==> src/hw/rtl/mgh_pkg.sv <==
// shared types and constants of the multiplicity gate histogram
`default_nettype none
package mgh_pkg;

	localparam int MULT_BINS_DEF     = 64;
	localparam int PENDING_DEPTH_DEF = 64;
	localparam int TIME_WIDTH_DEF    = 48;

	localparam int REG_W      = 32;
	localparam int FIELD_T_W  = 48;
	localparam int IDX_W      = 2;
	localparam int IN_DATA_W  = 48;
	localparam int OUT_DATA_W = 120;

	// register indexes
	localparam logic [IDX_W-1:0] REG_PREDELAY  = 2'd0;
	localparam logic [IDX_W-1:0] REG_LONGDELAY = 2'd1;
	localparam logic [IDX_W-1:0] REG_GATE      = 2'd2;

	// input kinds
	localparam logic KIND_EVENT  = 1'b0;
	localparam logic KIND_FINISH = 1'b1;

	typedef enum logic [3:0] {
		ST_IDLE,
		ST_WALK_RD,
		ST_WALK_UPD,
		ST_CHECK_FULL,
		ST_RET_RD,
		ST_RET_LATCH,
		ST_HIST_RD,
		ST_HIST_WR,
		ST_INSERT,
		ST_FIN_CHECK,
		ST_OUT_RD,
		ST_OUT_SEND
	} state_t;

	typedef enum logic [1:0] {
		RET_WALK,
		RET_FORCE,
		RET_FINISH
	} ret_mode_t;

	// window decisions for one pending entry
	typedef struct packed {
		logic in_ra;
		logic in_a;
		logic retire;
	} gate_hit_t;

endpackage
`default_nettype wire

==> src/hw/rtl/mgh_gate.sv <==
// window compare of one pending entry against the current event time
`default_nettype none
module mgh_gate #(
	parameter int TIME_WIDTH = mgh_pkg::TIME_WIDTH_DEF
) (
	input  wire logic [TIME_WIDTH-1:0]     delta,
	input  wire logic [mgh_pkg::REG_W-1:0] predelay,
	input  wire logic [mgh_pkg::REG_W-1:0] long_delay,
	input  wire logic [mgh_pkg::REG_W-1:0] gate,
	output mgh_pkg::gate_hit_t             hit
);
	localparam int CW = ((TIME_WIDTH > 33) ? TIME_WIDTH : 33) + 1;

	logic [CW-1:0] d_ext;
	logic [CW-1:0] ra_end;
	logic [CW-1:0] a_end;

	// window ends, both inclusive
	always_comb begin
		d_ext  = CW'(delta);
		ra_end = CW'(predelay) + CW'(gate);
		a_end  = CW'(long_delay) + CW'(gate);
		hit.in_ra  = (d_ext >= CW'(predelay)) && (d_ext <= ra_end);
		hit.in_a   = (d_ext >= CW'(long_delay)) && (d_ext <= a_end);
		hit.retire = (d_ext > ra_end) && (d_ext > a_end);
	end
endmodule
`default_nettype wire

==> config.mk <==
export PLATFORM = sky130hd
export DESIGN_NAME = mgh_gate
export DESIGN_NICKNAME = d
export VERILOG_FILES = /design/src/hw/rtl/mgh_pkg.sv /design/src/hw/rtl/mgh_gate.sv
export SDC_FILE = /design/constraint.sdc
export NUM_CORES = 1
export LEC_CHECK = 0
export ABC_AREA = 1
export BUFFER_PORTS_ARGS = -buffer_cell sky130_fd_sc_hd__buf_4
export CORE_MARGIN = 2
export CORE_UTILIZATION = 40
export DETAILED_ROUTE_END_ITERATION = 6
export PLACE_DENSITY = 0.72
export SYNTH_ARGS = -nofsm -noshare
export SYNTH_HDL_FRONTEND = slang
export SYNTH_SLANG_ARGS = --single-unit
==> constraint.sdc <==
create_clock -name vclk -period 3
set_input_delay 0.15 -clock vclk [all_inputs]
set_output_delay 0.15 -clock vclk [all_outputs]
set_load 0.03 [all_outputs]
==> results of run 1 <==
kinds of logic (layout without fill, tap and decap cells):
| family | count (synthesis) | count (layout) | share of synthesized area |
|---|---|---|---|
| AND/OR/NAND/NOR | 631 | 631 | 0.3622 |
| buffers and inverters | 165 | 509 | 0.08446 |
| adder cells (fa/ha/maj) | 196 | 196 | 0.3365 |
| AO/OA/AOI/OAI | 227 | 227 | 0.1763 |
| XOR/XNOR | 34 | 34 | 0.04061 |
cell usage in the layout, fill, tap and decap left out, types with 6 or more instances in the layout:
| cell | synthesis | routed |
|---|---|---|
| buf_4 | 0 | 336 |
| nand2_1 | 368 | 322 |
| inv_1 | 165 | 156 |
| ha_1 | 194 | 143 |
| nor2_1 | 136 | 110 |
| a21oi_1 | 127 | 72 |
| a21oi_2 | 3 | 53 |
| nand2_2 | 8 | 49 |
| ha_4 | 0 | 47 |
| nand3_1 | 54 | 40 |
| o21ai_0 | 52 | 30 |
| xnor2_1 | 27 | 24 |
| nand4_1 | 21 | 21 |
| nor2_2 | 4 | 18 |
| nand3b_1 | 16 | 16 |
| nand3_2 | 2 | 15 |
| a21o_1 | 15 | 15 |
| nor2_4 | 2 | 14 |
| o21ai_1 | 0 | 14 |
| o21a_1 | 11 | 11 |
| o21ai_2 | 4 | 10 |
| inv_2 | 0 | 9 |
| xor2_1 | 7 | 7 |
| a21oi_4 | 1 | 6 |
| o21bai_1 | 7 | 6 |
worst min-delay path by stage:
stage | start | end | slack [ns]
2_1_floorplan | delta[1] | hit[0] | 0.70
3_3_place_gp | delta[33] | hit[2] | 1.0
3_5_place_dp | delta[1] | hit[0] | 1.00
4_1_cts | delta[32] | hit[2] | 0.99
5_1_grt | delta[32] | hit[2] | 1.00
6_report | delta[32] | hit[2] | 0.97
stage by stage:
| stage | cell area (µm²) | setup WS, ns | util | power [W] | std cells |
|---|---|---|---|---|---|
| after floorplan | 7333 | 0.06724 | - | 0.001191 | 1253 |
| final | 11550 | -0.1030 | 0.6430 | 0.002541 | 1826 |
| after global placement | 10130 | -0.2037 | 0.5642 | 0.002055 | 1817 |
| after global routing | 11550 | -0.2138 | 0.6430 | 0.002788 | 1826 |
| after CTS | 10590 | -0.004316 | 0.5895 | 0.002215 | 1821 |
| after detailed placement | 10130 | -0.2350 | 0.5642 | 0.002103 | 1817 |
cell type report:
type,count,area (µm²),share of cell area
inverters,165,619.3,0.05362
well taps,229,286.5,0.02480
multi-input cells,1088,8021,0.6944
repair buffers,344,2624,0.2271
metal layers:
metal / track usage / vias up / part of all wire
met1: 0.3865 / 4550 / 0.42
met3: 0.03407 / 79 / 0.069
met5: 0 / - / 0
met4: 0.08772 / 0 / 0.036
li1: - / 4881 / -
met2: 0.5041 / 358 / 0.47
power by group:
part | internal (W) | switching [W] | total [W]
registers | 0 | 0 | 0
logic | 0.00118 | 0.00136 | 0.00254
clock network | 0 | 0 | 0
total | 0.00118 | 0.00136 | 0.00254
worst max-delay path, stage by stage:
cell	delay, ns
buf_8	0.08
ha_4	0.13
inv_2	0.04
fa_2	0.37
o21ai_4	0.22
nand2_2	0.09
nand2_4	0.10
nand3_2	0.07
nand2_2	0.12
nand3_2	0.09
nand3_2	0.07
nand2_2	0.06
ha_4	0.26
nand4_1	0.20
nor2_4	0.19
nand3_2	0.08
nor2_2	0.13
nand2_1	0.07
nand3_2	0.08
nand2_2	0.08
nor2_2	0.13
buf_6	0.14
repair_timing:
item | CTS | global route
hold buffers | 0 | 0
setup endpoints to repair | 3 | 3
hold endpoints to repair | 0 | 0
gates resized for setup | 91 | 198
pin swaps | 37 | 75
setup buffers | 4 | 5
==> results by group, run 1 <==
Finish
  – Fraction of layout cells with a size suffix above 1: 0.3732
  – FF+latch count: 0
  – Reg area: 0 µm²
  – Clock Buffer Count: 0
  – Area growth, synth to finish: 57.52%
  – Nets: about 1900
  – N_diodes: 0
  – Fillcell total: between 1500 and 2000

Floorplan
  – Die area: 19430 µm²
  – Starting Density: 0.4082
  – Die height: approximately 140 µm
  – I/O pin count: 147
  – Row count: between 40 and 50
  – Core area: about 18000 µm²
  – Die width: 139.4 µm

Placed design
  – IO buf count: roughly 150
  – Dpl hpwl: between 20000 and 30000 µm
  – GP Congestion: around 1

Detailed routing
  – Final wirelength: ~31000 µm
  – Routed Antenna Nets: 0
  – Residual DRC count: 0
  – First drt pass iteration count: 5
  – Routed vias/inst: between 5 and 6
  – Routed len/inst: between 15 and 20 µm
  – Vias: roughly 9900
  – DRT iter0 DRCs: between 600 and 700

Critical path
  – CP endpoint: hit[0]
  – Worst Setup SP: long_delay[0]
  – Critical path launch point type: input pin
  – Critical path class: in -> out
  – CP required: about 2.9 ns
  – CP arrival: between 2 and 3 ns
  – Crit-path max FO: 3
  – Worst Setup End Kind: output pin

STA
  – Relative slew slack: 0.6496
  – Min Tclk post-route: just over 3 ns
  – Post-route setup slack: -0.1030 ns
  – Hold slack: between 0.9 and 1 ns
  – RSZ-0062 raised after global routing: true
  – Final Hold Fails: 0
  – Fmax: about 0.32 GHz
  – Setup_tns: -0.2231 ns
  – Slew of the pin with the lowest slew margin: approximately 0.52 ns
  – Setup Viol. Count Final: 3
  – Max Slew Vio Count: 0
  – Period utilization: 1.034

Logic synthesis
  – Post-synth net total: 1593
  – Register area share after synthesis: 0
  – Cells after Synth: 1253
  – Cell area after synthesis: 7333 µm²
  – Post-synth top cells: nand2_1 (368), ha_1 (194), inv_1 (165)
  – Synth Area per Inst: roughly 6 µm²
  – Area leader, netlist: ha_1
  – Synth cell types: 34
  – Synth Warn #: 0
  – Most instantiated library cell after synthesis: nand2_1
  – Synth area leaders: ha_1 (33%), nand2_1 (19%), a21oi_1 (8.7%), inv_1 (8.4%), nor2_1 (7.0%)
  – Area share of the largest cell type after synthesis: 0.3310

Global routing
  – Initial antenna violation count: 0
  – Total gr overflow: 0
  – Vias in the first global route: about 9400
  – GR Util All Layers: 0.2939
  – Largest net degree at the start of global routing: 6
  – First-pass GRT wire length: ~46000 µm

Run status
  – Status: complete, but fails checks
  – Failing checks: negative setup slack

Run
  – Max-Cap Viols: 0

Pwr
  – PwrDens: between 200 and 250 nW/µm²
  – VDD IR max: around 0.12 mV
  – Leakage: 5.992 nW

Worst hold path
  – Hold Crit Class: in -> out
  – Hold Crit Depth: 8
Power figures use the tool's default switching activity.
==> run 2, diff against run 1 <==
- ABC_AREA: 1 -> unset
- PLACE_DENSITY: 0.72 -> 0.73
==> run 2 against run 1 <==
  * The flow still finishes with violations (negative setup slack)
  * First-iteration DRC count shrank 34%
  * Count of clock-buffer cells in the layout is the same
  * Critical path depth shrank 1
  * Sequential share of layout area is the same
  * Synthesized area shrank 15%
  * Critical endpoint is now hit[1]
  * Global-route usage shrank 3.3 points
==> results by group, run 2 <==
Floorplan
  – Row count: 45
  – I/O pin count: 147
  – Starting Density: 0.4102
  – Die width: 129.1 µm
  – Die height: approximately 130 µm
  – Die area: about 17000 µm²
  – Core area: approximately 15000 µm²

Detailed routing
  – Residual DRC count: 0
  – Detail Route met3 WL: about 1300 µm
  – Vias: between 7000 and 8000
  – First drt pass iteration count: 5
  – Max Used Layer: met4
  – Routed Antenna Nets: 0
  – Final wirelength: roughly 23000 µm
  – Routed len/inst: around 16 µm
  – Routed vias/inst: 5.468
  – DRT iter0 DRCs: around 430
  – DR WL met2: between 10000 and 15000 µm
  – M1 wire length: between 10000 and 15000 µm

Critical path
  – CP arrival: 4.03 ns
  – CP required: about 2.9 ns
  – CP endpoint: hit[1]
  – Critical path launch point type: input pin
  – Worst Setup SP: long_delay[6]
  – Worst Setup End Kind: output pin
  – Crit-path max FO: 3
  – Critical path class: in -> out

Logic synthesis
  – Synth area leaders: ha_1 (39%), a21oi_1 (6.8%), a21o_1 (6.6%), inv_1 (4.7%), xor2_1 (4.1%)
  – Multiplexer area fraction after synthesis: 0.001599
  – Most instantiated library cell after synthesis: ha_1
  – Area share of the largest cell type after synthesis: 0.3878
  – Largest family of logic cells by synthesized area: adder cells
  – Post-synth net total: approximately 1200
  – Synth Warn #: 0
  – Synth Area in XOR/XNOR: 0.07417
  – Synth Area per Inst: 7.522 µm²
  – Simple-gate share of the synthesized area: 0.1683
  – Register area share after synthesis: 0
  – Cell area after synthesis: 6259 µm²
  – Post-synth top cells: ha_1 (194), a21oi_1 (85), inv_1 (78)
  – Synth Area in Adders: 0.3942
  – Synth Area in Compound Gates: 0.3101
  – Synth cell types: 66
  – Area leader, netlist: ha_1
  – Cells after Synth: about 830

Finish
  – Fraction of layout cells with a size suffix above 1: 0.3733
  – Reg area: 0 µm²
  – Post-layout util: 0.6411
  – Fillcell total: 1339
  – Nets: ~1500
  – Clock Buffer Count: 0
  – FF+latch count: 0
  – Area growth, synth to finish: 56.30%
  – Most frequent cells in the layout: buf_4 (364), ha_1 (181), a21oi_1 (76)
  – N_diodes: 0
  – Most common cell after layout, fill and taps aside: buf_4

Clocking
  – Hold-fix buffers, CTS: 0

Global routing
  – Total gr overflow: 0
  – Initial antenna violation count: 1
  – First-pass GRT wire length: between 30000 and 40000 µm
  – Largest net degree at the start of global routing: 10
  – GR Util All Layers: 0.2613
  – Vias in the first global route: approximately 7600

Run status
  – Status: complete, but fails checks
  – Failing checks: negative setup slack

Pwr
  – NetSw: between 0.001 and 0.0015 W
  – Sequential power share: 0
  – Sw Ratio: 0.4798
  – PwrDens: approximately 220 nW/µm²
  – Overall power: about 0.0022 W
  – Comb power frac: 1.000
  – VDD IR max: roughly 0.10 mV
  – Leakage: 5.182 nW
  – Clk pwr share: 0
  – Int Pwr: 0.001120 W

STA
  – Slew of the pin with the lowest slew margin: 0.5495 ns
  – Fmax: 0.2391 GHz
  – Final Hold Fails: 0
  – RSZ-0062 raised after global routing: true
  – Setup Viol. Count Final: 3
  – Max Slew Vio Count: 0
  – Min Tclk post-route: about 4.2 ns
  – Setup_tns: -3.324 ns
  – Period utilization: 1.394
  – Post-route setup slack: -1.183 ns
  – Relative slew slack: 0.6242

Placed design
  – Dpl ws: -1.243 ns
  – Dpl hpwl: between 15000 and 20000 µm
  – GP Congestion: approximately 0.94
  – IO buf count: between 100 and 150

Worst hold path
  – Hold Crit Class: in -> out

Run
  – Max-Cap Viols: 0
run 2: cell count changes after synthesis, sizes merged, moves of 9 or more:
cell,previous run,this run
a211oi,0,12
a21o,17,56
a21oi,131,85
inv,165,78
nand2,376,31
nand2b,0,9
nand3,56,18
nand3b,16,2
nor2,142,58
nor2b,0,14
o211ai,0,10
o21a,11,20
o21ai,57,47
xor2,7,29
run 2: power groups by stage:
stage | Combinational, W | Clock (W) | Sequential, W
after floorplan | 0.00113 | 0 | 0
after global placement | 0.00194 | 0 | 0
after detailed placement | 0.00199 | 0 | 0
after CTS | 0.00207 | 0 | 0
after global routing | 0.00238 | 0 | 0
final | 0.00215 | 0 | 0
run 2: per-layer routing:
layer / vias up / GRT usage
li1: 3893 / -
met1: 3547 / 0.3487
met2: 239 / 0.4684
met3: 36 / 0.01486
met4: 0 / 0.05051
met5: - / 0
run 2: what timing repair did:
item | CTS | global route
setup endpoints to repair | 3 | 3
pin swaps | 36 | 22
buffers inserted | 8 | 7
resized for setup | 32 | 29
hold endpoints to repair | 0 | 0
run 2: per-stage QoR:
stage / hold WS [ns] / std cells / instance area [µm²]
2_1_floorplan: 0.6403 / 832 / 6425
3_3_place_gp: 0.9143 / 1396 / 9361
3_5_place_dp: 0.9285 / 1396 / 9361
4_1_cts: 0.9025 / 1404 / 9588
5_1_grt: 0.9636 / 1411 / 9782
6_report: 0.8952 / 1411 / 9782
run 2: worst min path at each step:
stage                    from      to  slack [ns]  depth (start not counted)
floorplan           delta[40]  hit[1]        0.64                          4
global placement    delta[40]  hit[1]        0.91                          6
detailed placement  delta[40]  hit[1]        0.93                          6
CTS                 delta[40]  hit[1]        0.90                          6
global route        delta[40]  hit[1]        0.96                          6
finish              delta[40]  hit[1]        0.90                          6
run 2: area by class of cell:
class	count	area (µm²)	area share
multi-input combinational	747	6355	0.6497
inverter	78	295.3	0.03019
timing repair buffer	375	2868	0.2932
tap	211	264.0	0.02699
run 2: cells by family after synthesis:
group | after synthesis
XOR/XNOR | 53
buffers and inverters | 85
AND/OR/NAND/NOR | 206
multiplexers | 1
adder cells (fa/ha/maj) | 196
AO/OA/AOI/OAI | 291
run 2: critical path, stage by stage:
cell,delay (ns)
buf_8,0.10
ha_4,0.23
a211oi_2,0.22
o211ai_1,0.13
buf_4,0.17
a311oi_2,0.22
buf_4,0.17
nor2_4,0.05
a221o_1,0.40
a21boi_2,0.23
buf_4,0.16
o21ai_4,0.06
xnor2_2,0.15
ha_1,0.32
nand4_1,0.13
buf_4,0.17
nor4_4,0.31
a41oi_2,0.16
a21oi_2,0.22
o21a_4,0.15
buf_6,0.12
